==> config.mk <==
export PLATFORM = sky130hd
export DESIGN_NAME = rhsp_ctrl
export DESIGN_NICKNAME = d
export VERILOG_FILES = /design/src/rtl/rhsp_pkg.sv /design/src/rtl/rhsp_ctrl.sv
export SDC_FILE = /design/constraint.sdc
export NUM_CORES = 1
export LEC_CHECK = 0
export BUFFER_PORTS_ARGS = -buffer_cell sky130_fd_sc_hd__buf_2
export CORE_AREA = 5 5 42 44
export DETAILED_ROUTE_END_ITERATION = 6
export DIE_AREA = 0 0 47 49
export PLACE_DENSITY = 0.59
export SETUP_SLACK_MARGIN = 0.1
export SLEW_MARGIN = 20
export SYNTH_ARGS = -nofsm -noshare
export SYNTH_HDL_FRONTEND = slang
export SYNTH_SLANG_ARGS = --single-unit
==> constraint.sdc <==
create_clock -name clk -period 4.09 [get_ports clk]
set_clock_uncertainty 0.1 [all_clocks]
set_input_delay 1.0225 -clock clk [delete_from_list [all_inputs] [get_ports clk]]
set_output_delay 1.0225 -clock clk [all_outputs]
set_load 0.01 [all_outputs]
==> src/rtl/rhsp_pkg.sv <==
// ----------------------------------------------------------------------------
// rhsp_pkg
// Shared types, constants and command/status records for the string period
// finder.
// ----------------------------------------------------------------------------
package rhsp_pkg;

    localparam int HASH_W     = 30;
    localparam int NUM_LANES  = 3;
    localparam int STEP_W     = 5;
    localparam int CODE_W     = 7;
    localparam int PERIOD_W   = 13;

    typedef logic [HASH_W-1:0] hash_t;
    typedef logic [STEP_W-1:0] step_t;

    localparam hash_t MODULI [0:NUM_LANES-1] = '{30'd1000000007, 30'd1000000003, 30'd998244353};

    localparam int    BASE_STEPS   = 9;
    localparam hash_t BASE_ALIGNED = hash_t'(311) << (HASH_W - BASE_STEPS);
    localparam step_t STEPS_BASE   = step_t'(BASE_STEPS);
    localparam step_t STEPS_FULL   = step_t'(HASH_W);

    localparam logic [1:0] RD_LO1 = 2'd0;
    localparam logic [1:0] RD_HI  = 2'd1;
    localparam logic [1:0] RD_LEN = 2'd2;

    typedef struct packed {
        logic       accept;
        logic       load_mul;
        logic       load_write;
        logic       mark_ovf;
        logic       search_init;
        logic [1:0] rd_sel;
        logic       seg_mul;
        logic       cap_hi;
        logic       cap_len;
        logic       seg_adv;
        logic       next_p;
        logic       out_load;
    } rhsp_cmd_t;

    typedef struct packed {
        logic mul_busy;
        logic full;
        logic last;
        logic seg_match;
        logic seg_final;
        logic out_free;
    } rhsp_status_t;

endpackage

==> src/rtl/rhsp_ctrl.sv <==
// ----------------------------------------------------------------------------
// rhsp_ctrl
// Sequencer for loading characters and for the period search.
// ----------------------------------------------------------------------------
module rhsp_ctrl (
    input  logic                   clk,
    input  logic                   rst_n,
    input  logic                   s_tvalid,
    output logic                   s_tready,
    input  rhsp_pkg::rhsp_status_t status,
    output rhsp_pkg::rhsp_cmd_t    cmd
);

    localparam logic [3:0] ST_IDLE     = 4'd0;
    localparam logic [3:0] ST_LOAD_CHK = 4'd1;
    localparam logic [3:0] ST_LOAD_WT  = 4'd2;
    localparam logic [3:0] ST_SRCH     = 4'd3;
    localparam logic [3:0] ST_RD_LO    = 4'd4;
    localparam logic [3:0] ST_RD_HI    = 4'd5;
    localparam logic [3:0] ST_RD_LEN   = 4'd6;
    localparam logic [3:0] ST_CAP_LEN  = 4'd7;
    localparam logic [3:0] ST_MUL_WT   = 4'd8;
    localparam logic [3:0] ST_EVAL     = 4'd9;
    localparam logic [3:0] ST_DONE     = 4'd10;

    logic [3:0] state_reg, state_next;

    always_comb
    begin
        state_next = state_reg;
        cmd        = '0;
        cmd.rd_sel = rhsp_pkg::RD_LO1;
        unique case (state_reg)
            ST_IDLE:
            begin
                if (s_tvalid)
                begin
                    cmd.accept = 1'b1;
                    state_next = ST_LOAD_CHK;
                end
            end
            ST_LOAD_CHK:
            begin
                if (status.full)
                begin
                    cmd.mark_ovf = 1'b1;
                    state_next   = status.last ? ST_SRCH : ST_IDLE;
                end
                else
                begin
                    cmd.load_mul = 1'b1;
                    state_next   = ST_LOAD_WT;
                end
            end
            ST_LOAD_WT:
            begin
                if (!status.mul_busy)
                begin
                    cmd.load_write = 1'b1;
                    state_next     = status.last ? ST_SRCH : ST_IDLE;
                end
            end
            ST_SRCH:
            begin
                cmd.search_init = 1'b1;
                state_next      = ST_RD_LO;
            end
            ST_RD_LO:
            begin
                cmd.rd_sel = rhsp_pkg::RD_LO1;
                state_next = ST_RD_HI;
            end
            ST_RD_HI:
            begin
                cmd.rd_sel  = rhsp_pkg::RD_HI;
                cmd.seg_mul = 1'b1;
                state_next  = ST_RD_LEN;
            end
            ST_RD_LEN:
            begin
                cmd.rd_sel = rhsp_pkg::RD_LEN;
                cmd.cap_hi = 1'b1;
                state_next = ST_CAP_LEN;
            end
            ST_CAP_LEN:
            begin
                cmd.cap_len = 1'b1;
                state_next  = ST_MUL_WT;
            end
            ST_MUL_WT:
            begin
                if (!status.mul_busy)
                begin
                    state_next = ST_EVAL;
                end
            end
            ST_EVAL:
            begin
                priority if (!status.seg_match)
                begin
                    cmd.next_p = 1'b1;
                    state_next = ST_RD_LO;
                end
                else if (status.seg_final)
                begin
                    state_next = ST_DONE;
                end
                else
                begin
                    cmd.seg_adv = 1'b1;
                    state_next  = ST_RD_LO;
                end
            end
            ST_DONE:
            begin
                if (status.out_free)
                begin
                    cmd.out_load = 1'b1;
                    state_next   = ST_IDLE;
                end
            end
            default:
            begin
                state_next = ST_IDLE;
            end
        endcase
    end

    always_ff @(posedge clk or negedge rst_n)
    begin
        if (!rst_n)
        begin
            state_reg <= ST_IDLE;
        end
        else
        begin
            state_reg <= state_next;
        end
    end

    assign s_tready = (state_reg == ST_IDLE);

endmodule

==> results of run 1 <==
[per-stage QoR]
step	power, mW	instance area, µm²	hold WS (ps)
2_1_floorplan	0.294	438	490
3_3_place_gp	0.335	529	668
3_5_place_dp	0.334	529	659
4_1_cts	0.385	552	481
5_1_grt	0.425	552	473
6_report	0.381	552	483
[worst max path at each step]
stage                       startpoint       to  slack [ps]  cells past startpoint
after floorplan              status[4]   cmd[9]        1530                      1
after global placement       status[4]   cmd[9]        1450                      3
after detailed placement     status[5]  cmd[10]        1450                      3
after CTS                    status[4]   cmd[9]        1440                      3
after global routing      state_reg[3]   cmd[2]        1350                      3
final                        status[4]  cmd[11]        1450                      3
[where the power goes]
part | switching [mW] | total, mW | internal, mW | leakage [nW]
registers | 0.0655 | 0.124 | 0.0586 | 0.0505
clock network | 0.0158 | 0.0486 | 0.0328 | 0.0138
logic | 0.105 | 0.208 | 0.103 | 0.208
[cell usage in the layout, fill, tap and decap left out, drive strengths merged]
cell / instances
a211o: 1
a21boi: 1
a21oi: 3
a2bb2oi: 1
and2: 1
and3: 1
buf: 22
clkbuf: 3
dfrtp: 4
inv: 1
nand2: 5
nand2b: 4
nand3: 1
nand4bb: 1
nor2: 8
nor2b: 4
nor3: 1
nor3b: 1
nor4: 3
nor4b: 1
o2111ai: 1
o21ai: 6
o32ai: 1
or2: 1
or3: 2
xnor2: 1
[layout make-up]
cell class              instances  area share, %
repair buffers                 22           20.0
inverters                       1          0.680
flip-flops and latches          4           18.1
clock buffers                   3           4.08
well taps                      16           3.63
multi-input cells              49           53.5
[routing by layer]
metal | part of all wire (%) | track usage [%]
met3 | 7.2 | 5.54
met2 | 46 | 14.3
met4 | 0 | 2.76
met1 | 46 | 15.3
met5 | 0 | 0
[worst max-delay path: cells and delay by family]
family        cells  cell delay (ps)
buf+inv           2              290
simple gates      1              200
[kinds of logic (layout without fill, tap and decap cells)]
family | after synthesis | count (layout) | synth area share, %
flops | 4 | 4 | 22.9
buf+inv | 6 | 26 | 9.71
simple gates | 34 | 34 | 44.0
compound gates | 14 | 14 | 21.4
xor+xnor | 1 | 1 | 2.00
==> results.txt, run 1 <==
The clock-pin slew reported for the worst setup and hold paths after clock tree synthesis was 40 ps. From left edge to right edge, the die measures 47 µm. The tools report the final core utilization as 39.4%.

Gates resized during post-CTS repair numbered 0. The top cell type's share of synthesized area was 22.9%. The share of the Yosys chip area taken by registers is 22.9%.

The tool flagged a number of max-cap violations equal to 0. The number of nets in the synthesized netlist is 68. The synthesized design contains 4 register bits.

The post-synthesis cell count was 59; the unique cell type count in the Yosys netlist was 29. Counting cells, the worst reg-to-reg path comes to 4. The number of enable flip-flop cells after synthesis came out at 0. After detailed routing, the number of remaining DRC violations is 0.

The critical register-to-register path startpoint is state_reg[2]. The tools report the max-slew violation count as 0. After the first detailed-routing iteration, the DRC count stood at 10. Static timing analysis puts the maximum clock frequency at 379 MHz.

Routability-driven placement finished with a final weighted congestion of 0.798. The detailed-route vias per instance works out to 5.05. The share of flip-flops with an asynchronous set or reset came out at 100%.

Leading register cell type out of synthesis: dfrtp_1. The logs give 23 for the count of boundary I/O pins and 0 for the post-CTS setup buffer count. The HPWL after detailed placement is 843 µm. The logs give 3 for the total clock buffers created by CTS and 0 for the total congestion overflow after global routing.

In this run the register-to-register setup slack is 2520 ps. The cell type with the highest aggregate area in the netlist is dfrtp_1. Warning count from the yosys run: 0.

Critical path startpoint category: a primary input. The path class of the tightest hold or removal check is in2async. The flow ran to the end, and the final reports show no timing, DRC or antenna violations. The tools report the total count of hold-check failures in the final report as 0.

The register area is 100 µm², and the power density over the cells is 690 mW/mm². The die is 49 µm tall. In this run the clock root is driven by a clkbuf_4. The worst register-to-register path ends at state_reg[1]. At the pin with the least slew margin, the transition time is 477 ps.

Among all stages on the critical path, the largest delay is contributed by nor4_1. The flip-flop count of the largest register, all copies and words added is 4. In this run the worst path has a maximum fanout of 4.

The run gives 0.00230 mm² as the floorplan die area. The share of layout cells above drive strength 1 came out at 34.2%. The worst setup path is captured at a primary output. At the placement stage, the worst setup path has a slack of 1450 ps. The clock passes through at most 2 buffers. For this run, the detailed router's first-pass iteration total came to 4. For this run, the slowest stage of the critical path takes 200 ps. Traced cell by cell, the critical path runs through buf_2 -> nor4_1 -> buf_2. Data on the critical path is required at its endpoint by 2970 ps. Share of the cycle needed by the critical path after routing: 64.6%.

The layout-stage area growth over the synthesis result came out at 26.0%. Path type of the worst setup path: in2out. The tools report the global routing usage summed across all routing layers as 10.8%. The final worst-path setup slack is 1450 ps, and the placeable core area is 0.00140 mm². Entering global routing, the biggest net connects 18 pins.

Setup repair after global routing left no endpoint under its margin. Counting instances in the post-synthesis netlist gives the leading cell types as nor2_1, nand2_1, dfrtp_1, nand2b_1, nor2b_1. The post-detailed-route wirelength per cell was 11.5 µm.

TritonCTS built the clock tree. The number of port buffers works out to 22. The logs give 1810 µm for the global-route wire length before repair and 1 for the H-tree depth. Normalized max-slew margin: 68.2%. In this run the cell area of the synthesized design comes to 438 µm². VDD sags by at most 0.000276 V.

The count of antenna diodes in the layout was 0; the total negative slack was 0 ps. Number of instances in the placed design: 92. Counting stages on the worst path, the most repeated cell is buf_2. The mean post-synth cell area is 7.42 µm². The number of hold buffers added after CTS was 0. The later pin in the worst-skew pair is clocked with a latency of 230 ps. For the worst setup path, the data arrival time is 1520 ps. nor2_1 is the most common cell in the netlist.

The logs give 295 µm² for the area occupied by multi-input gates and 90 for the total number of nets in the final design. Post-detailed-route count of antenna-violating nets: 0. Wires add up to 1100 µm. The initial utilization of the core area, before any placement, comes to 31.3%.

The run gives 95 as the filler-free cell count of the finished design. The tools report the number of antenna violations at the first check in global routing as 0. Clock tree synthesis found a total of 4 sinks. The number of filler instances in the final layout is 151. The smallest clock period supported by the final layout is computed as 2640 ps. The via count of the first global-routing pass was 431; the leakage power figure was 0.272 nW. Setup violations remaining at the end of the flow were counted as 0. By area the synthesized netlist is led by dfrtp_1, nor2_1, nand2b_1, nor2b_1, buf_4. The floorplan has 14 rows. The tools report the count of vias placed by the detailed router as 480.
Power figures use the tool's default switching activity.
==> run 2: changes to the inputs <==
--- a/config.mk
+++ b/config.mk
@@ -9,7 +9,7 @@
 export CORE_AREA = 5 5 42 44
 export DETAILED_ROUTE_END_ITERATION = 6
 export DIE_AREA = 0 0 47 49
-export PLACE_DENSITY = 0.59
+export PLACE_DENSITY = 0.62
 export SETUP_SLACK_MARGIN = 0.1
 export SLEW_MARGIN = 20
 export SYNTH_ARGS = -nofsm -noshare
==> constraint.sdc (replaced) <==
create_clock -name clk -period 2.25 [get_ports clk]
set_clock_uncertainty 0.1 [all_clocks]
set_input_delay 0.5625 -clock clk [delete_from_list [all_inputs] [get_ports clk]]
set_output_delay 0.5625 -clock clk [all_outputs]
set_load 0.01 [all_outputs]
==> run 2 against run 1 <==
Hold slack worse by 460 ps. First-iteration DRC count up 20%. Total power up 93%. Clock power up 89%. Critical path type is now reg2out. Critical endpoint is now cmd[10]. Largest power group unchanged.
==> results.txt, run 2 (synthesis results as in run 1) <==
Setup repair after global routing left no endpoint under its margin. Commonest cells after routing, fill and taps aside: buf_2, nor2_1, nand2_1 (unchanged). For the combinational share of power, the log shows 54.3% (was 54.7%). The detailed-route vias per instance was 5.15 (was 5.05); the total clock buffers created by CTS was 3 (unchanged).

The share of the cycle needed by the critical path after routing is 90.6%, and the placeable core area is 0.00140 mm² (unchanged). The layout-stage area growth over the synthesis result was 32.3% (was 26.0%); the transition time at the pin with the least slew margin was 309 ps (was 477 ps). The run finished with clean final reports. The flip-flop count of the largest register, all copies and words added came out at 4 (unchanged). The switching power as a share of total power is 49.0% (about the same).

The die extent in y came out at 49 µm (unchanged). The sequential share of power was 33.2% (was 32.6%); the total count of hold-check failures in the final report was 0 (unchanged). The category of the worst setup path capture point is a primary output (unchanged). The required time of the critical path was 1590 ps (was 2970 ps); the initial standard-cell utilization of the core was 31.3% (unchanged).

The post-detailed-route count of antenna-violating nets was 0 (unchanged). The switching component of the power was 361 µW (was 187 µW); the via count of the first global-routing pass was 433 (was 431). The width of the die is 47 µm (unchanged).

Path type of the worst setup path: reg2out (was in2out). For the cell-internal power, the log shows 375 µW (was 194 µW). The count of vias placed by the detailed router is 489 (was 480), and the filler-free cell count of the finished design is 95 (unchanged). Critical path's slowest cell: dfrtp_2 (was nor4_1). The type of the most critical hold path was in2async (unchanged). The share of layout cells above drive strength 1 was 41.8% (was 34.2%); the max-slew violation count was 0 (unchanged).

The floorplan die area was 0.00230 mm² (unchanged); the total negative slack was 0 ps (unchanged). Logic depth of the worst register-to-register path: 3 (was 4). The run gives 0 (unchanged) as the count of endpoints failing setup in the final report. Largest stage delay on the critical path: 490 ps (was 200 ps). The logs give 736 µW (was 381 µW) for the total power draw and 491 MHz for the maximum frequency from static timing analysis.

The leakage power figure was 0.271 nW (was 0.272 nW). The largest fanout of any net on the critical path works out to 13 (was 4). The tools report the global routing usage summed across all routing layers as 11.5% (was 10.8%). The tools report the count of boundary I/O pins as 23 (unchanged). The worst supply voltage drop on vdd was 0.000562 V (was 0.000276 V); the number of instances in the placed design was 92 (unchanged).

The maximum number of pins on one net before global-route repair came out at 18 (unchanged). The setup slack of the worst register-to-register path was 770 ps (was 2520 ps); the post-detailed-route wirelength per cell was 12.3 µm (was 11.5 µm). The launching instance or port of the critical path was state_reg[0] (was status[4]).

Subtracting the final worst setup slack from the clock period gives 2040 ps. The critical path startpoint category was a register (was a primary input). The H-tree depth is 1 (unchanged), and the reported max-cap violation count is 0 (unchanged).

For the number of filler instances in the final layout, the log shows 163 (was 151). The run gives 0 (unchanged) as the final routed DRC violation total. TritonCTS built the clock tree.

The clock-pin slew reported for the worst setup and hold paths after clock tree synthesis is 40 ps (about the same). For the first-iteration detailed-routing DRC count, the log shows 12 (was 10). Count of antenna diodes in the layout: 0 (unchanged). The number of port buffers is 22 (unchanged).

The tools report the critical register-to-register path startpoint as state_reg[3] (was state_reg[2]). Final RePlAce weighted congestion: 0.818 (was 0.798). The run gives 12.5% (was 12.8%) as the clock network fraction of design power. The number of optimization iterations in the first detailed-route pass was 4 (unchanged); the number of antenna violations at the first check in global routing was 0 (unchanged).

Capture point of the worst path: cmd[10] (was cmd[11]). The tools report the global-route wire length before repair as 1880 µm (was 1810 µm). The maximum root-to-sink buffer count is 2 (unchanged).

The worst flop-to-flop path endpoint is state_reg[1] (unchanged). The logs give 1170 µm (was 1100 µm) for the total wire length after detailed routing and 14 (unchanged) for the placement row count. The most frequent standard cell in the layout excluding fill and tap cells was buf_2 (unchanged). For the insertion delay to the later sink of the worst-skew pair, the log shows 240 ps (was 230 ps).

Half-perimeter wire length after detailed placement: 855 µm (was 843 µm). The total number of nets in the final design is 90 (unchanged). The data arrival at the endpoint of the critical path was 1380 ps (was 1520 ps); the CTS sink count was 4 (unchanged).

The clock tree root driver cell is clkbuf_4 (unchanged). Worst path cell trace: nand2b_1 -> nor4_1 -> buf_2 (was buf_2 -> nor4_1 -> buf_2). The total congestion overflow after global routing is 0 (unchanged), and the power density over the cells is 1270 mW/mm² (was 690 mW/mm²).

Normalized max-slew margin: 79.4% (was 68.2%).
==> run 2: timing repair <==
item / CTS / global route
hold buffers: 0 / 0
setup endpoints to repair: 1 / 4
buffers inserted: 0 / 0
resized for setup: 1 / 5
==> run 2: worst max-delay path: cells and delay by family (launching register included) <==
family / cells / cell delay (ps)
buf+inv: 1 / 190
flops: 1 / 490
simple gates: 2 / 460
==> run 2: cell type report <==
type / instances / area, µm² / share of cell area, %
Clock buffer: 3 / 22.5 / 3.89
Multi-Input combinational cell: 49 / 318 / 54.9
Sequential cell: 4 / 105 / 18.1
Timing Repair Buffer: 22 / 110 / 19.0
Tap cell: 16 / 20.0 / 3.46
Inverter: 1 / 3.75 / 0.648
==> run 2: power by group through the flow <==
stage               sequential (mW)  clock (mW)  combinational (mW)
floorplan                     0.138           0               0.396
global placement              0.221           0               0.386
detailed placement            0.222           0               0.387
CTS                           0.223      0.0953               0.388
global route                  0.255       0.104               0.449
finish                        0.245      0.0920               0.399
==> run 2: layer usage <==
metal / part of all wire (%) / global-route usage, % / vias up
li1: - / - / 249
met1: 44 / 14.5 / 214
met2: 45 / 14.9 / 24
met3: 9.3 / 4.06 / 2
met4: 1.8 / 9.68 / 0
met5: 0 / 0 / -
==> run 2: through the flow <==
step / setup slack, ps / hold slack (ps) / cell area (µm²) / utilization (%)
floorplan: 407 / 167 / 438 / -
global placement: 318 / 269 / 529 / 37.8
detailed placement: 339 / 273 / 529 / 37.8
CTS: 99.0 / 14.8 / 553 / 39.5
global route: 117 / 7.37 / 579 / 41.3
finish: 212 / 19.5 / 579 / 41.3
==> run 2: worst min path at each step <==
stage	slack, ps	startpoint	to	depth (start not counted)
floorplan	170	rst_n	state_reg[0]	0
global placement	270	rst_n	state_reg[3]	1
detailed placement	270	rst_n	state_reg[3]	1
CTS	10	rst_n	state_reg[1]	1
global route	7	rst_n	state_reg[3]	1
finish	20	rst_n	state_reg[1]	1
==> run 3: changes to the inputs <==
==> constraint.sdc (replaced) <==
create_clock -name clk -period 2.25 [get_ports clk]
set_clock_uncertainty 0.1 [all_clocks]
set_input_delay 0.5625 -clock clk [delete_from_list [all_inputs] [get_ports clk]]
set_output_delay 0.5625 -clock clk [all_outputs]
set_load 0.02 [all_outputs]
==> run 3 against run 2 <==
Clock power is 1% higher. Total power is 2.6% higher. Die area unchanged. Sequential power is 6% lower. Global-route usage fell by 0.22 points. Register-to-register slack improved by 20 ps. Hold slack got worse by 7.4 ps. Cell count did not move. First-iteration DRC count decreased by 25%. Largest cell class unchanged.
==> results.txt, run 3 (synthesis results as in run 1) <==
For the worst supply voltage drop on vdd, the log shows 0.000569 V (was 0.000562 V). The worst flop-to-flop path endpoint is state_reg[1] (unchanged). The width of the die came out at 47 µm (unchanged). The logs give 0 (unchanged) for the reported max-cap violation count and 4 (unchanged) for the number of optimization iterations in the first detailed-route pass. The power density over the cells came out at 1360 mW/mm² (was 1270 mW/mm²). The layout-stage area growth over the synthesis result works out to 27.1% (was 32.3%).

The run finished with clean final reports. The maximum frequency from static timing analysis was 480 MHz (was 491 MHz). The most frequent standard cell in the layout excluding fill and tap cells is buf_2 (unchanged).

The final worst-path setup slack came out at 168 ps (was 212 ps). The die extent in y works out to 49 µm (unchanged). The critical path's slowest cell was dfrtp_2 (unchanged). The logs give 0.00140 mm² (unchanged) for the placeable core area and 295 µm² (was 318 µm²) for the area occupied by multi-input gates.

The logs give 11.3% (was 11.5%) for the global routing usage summed across all routing layers and 533 µm (was 525 µm) for the met2 routed wirelength. The half-perimeter wire length after detailed placement is 878 µm (was 855 µm). The run gives 0 (unchanged) as the post-CTS setup buffer count.

The run gives 157 (was 163) as the number of filler instances in the final layout. The post-detailed-route count of antenna-violating nets is 0 (unchanged). The type of the most critical hold path was in2async (unchanged). Total congestion overflow after global routing: 0 (unchanged). Buffer and inverter count on the worst path: 1 (unchanged).

Number of instances in the placed design: 92 (unchanged). The critical path startpoint category was a register (unchanged). The post-detailed-route wirelength per cell is 12.3 µm (about the same). The logs give 4 (unchanged) for the CTS sink count and 9 (was 12) for the first-iteration detailed-routing DRC count. Clock tree root driver cell: clkbuf_4 (unchanged). The largest stage delay on the critical path works out to 490 ps (about the same).

The run gives 105 µm² (unchanged) as the register area. The normalized max-slew margin is 82.4% (was 79.4%), and the flip-flop count of the largest register, all copies and words added is 4 (unchanged). The leakage power figure is 0.267 nW (was 0.271 nW). The dominant delay contributor by cell family on the critical path was simple AND/OR/NAND/NOR gates (was flip-flops). The number of port buffers is 22 (unchanged), and the placement-stage worst setup slack is 325 ps (was 339 ps). TritonCTS built the clock tree. The total clock buffers created by CTS came out at 3 (unchanged). The share of the cycle needed by the critical path after routing came out at 92.5% (was 90.6%).

For the insertion delay to the later sink of the worst-skew pair, the log shows 240 ps (about the same). The tools report the maximum root-to-sink buffer count as 2 (unchanged). The count of antenna diodes in the layout was 0 (unchanged).

Worst path cell trace: nand4bb_1 -> nor3b_1 -> buf_2 (was nand2b_1 -> nor4_1 -> buf_2). The post-route met1 wirelength was 489 µm (was 512 µm). The floorplan die area came out at 0.00230 mm² (unchanged).

The run gives 0 (unchanged) as the max-slew violation count. The category of the worst setup path capture point was a primary output (unchanged). Setup repair after global routing could not meet its margin everywhere. Detailed-route vias per instance: 5.22 (was 5.15). The clock-pin slew reported for the worst setup and hold paths after clock tree synthesis works out to 40 ps (about the same).

The run gives 31.3% (unchanged) as the initial standard-cell utilization of the core. The share of layout cells above drive strength 1 is 39.2% (was 41.8%). The data arrival at the endpoint of the critical path was 1420 ps (was 1380 ps).

The via count of the first global-routing pass was 457 (was 433). The run gives 0 ps (unchanged) as the total negative slack. For the number of antenna violations at the first check in global routing, the log shows 0 (unchanged). The total number of nets in the final design came out at 90 (unchanged). For the final RePlAce weighted congestion, the log shows 0.820 (was 0.818). The tools report the critical register-to-register path startpoint as state_reg[2] (was state_reg[3]). The required time of the critical path is 1590 ps (about the same), and the total wire length after detailed routing is 1170 µm (about the same). The count of boundary I/O pins was 23 (unchanged); the H-tree depth was 1 (unchanged).

The logs give 18 (unchanged) for the maximum number of pins on one net before global-route repair and 0 (unchanged) for the post-cts hold buffer count. The placement row count is 14 (unchanged). The global-route wire length before repair was 1860 µm (was 1880 µm); the clock period minus worst slack was 2080 ps (was 2040 ps).

The tools report the total count of hold-check failures in the final report as 0 (unchanged). For the count of endpoints failing setup in the final report, the log shows 0 (unchanged). The run gives 529 µm² (unchanged) as the placed standard-cell area. For the filler-free cell count of the finished design, the log shows 95 (unchanged).

The highest metal layer with signal wires was met4 (unchanged). Path type of the worst setup path: reg2out (unchanged). The largest fanout of any net on the critical path came out at 15 (was 13). The tools report the final design instance area without fill as 557 µm² (was 579 µm²). Commonest cells after routing, fill and taps aside: buf_2, nor2_1, nand2_1 (unchanged). The count of vias placed by the detailed router is 496 (was 489), and the final routed DRC violation total is 0 (unchanged). The setup slack of the worst register-to-register path was 790 ps (was 770 ps); the transition time at the pin with the least slew margin was 262 ps (was 309 ps).

The logic depth of the worst register-to-register path was 4 (was 3). Met3 wire length: 109 µm (unchanged).
==> run 3: cell types whose count changed in the layout (fill, tap and decap cells not counted) <==
cell	change
nand4bb_1	+1
nand4bb_4	-1
nor4b_1	+1
nor4b_2	-1
==> run 3: per-stage QoR <==
stage | hold WS [ps] | util [%] | power (mW)
floorplan | 167 | - | 0.583
global placement | 269 | 37.8 | 0.657
detailed placement | 272 | 37.8 | 0.660
CTS | 11.0 | 39.6 | 0.759
global route | 19.0 | 39.7 | 0.822
finish | 12.1 | 39.7 | 0.756
==> run 3: final cells by class <==
cell class / instances / share of cell area, %
Clock buffer: 3 / 4.04
Tap cell: 16 / 3.60
Multi-Input combinational cell: 49 / 53.0
Inverter: 1 / 0.674
Timing Repair Buffer: 22 / 19.8
Sequential cell: 4 / 18.9
==> run 3: layer usage <==
layer,global-route usage [%],up-vias
met1,12.9,219
met4,10.6,0
met3,3.32,4
met5,0,-
li1,-,249
met2,15.8,24
==> run 3: how the worst max path moves through the flow <==
stage                             from  endpoint  slack, ps  depth (start not counted)
final                     state_reg[2]    cmd[2]        170                          3
after CTS                 state_reg[0]   cmd[10]        110                          3
after detailed placement  state_reg[2]    cmd[2]        320                          3
after global placement    state_reg[3]    cmd[2]        280                          3
after floorplan           state_reg[1]    cmd[9]        150                          3
after global routing      state_reg[2]    cmd[2]         90                          3
==> run 3: report_power, final <==
group	switching (mW)	leakage, nW	internal [mW]	total (mW)
sequential	0.116	0.0454	0.114	0.230
clock	0.0332	0.0138	0.0599	0.0931
combinational	0.245	0.208	0.188	0.432
total	0.394	0.267	0.362	0.756
==> run 3: worst register-to-register path: cells and delay by family, from the launching register on <==
| family | cells | cell delay (ps) |
|---|---|---|
| flip-flops | 1 | 490 |
| AO/OA/AOI/OAI | 3 | 460 |
| AND/OR/NAND/NOR | 1 | 290 |
==> run 3: timing repair <==
item,4_1_cts,5_1_grt
endpoints found under the hold margin,0,0
resized for setup,2,2
setup endpoints to repair,1,3
gates cloned,0,0
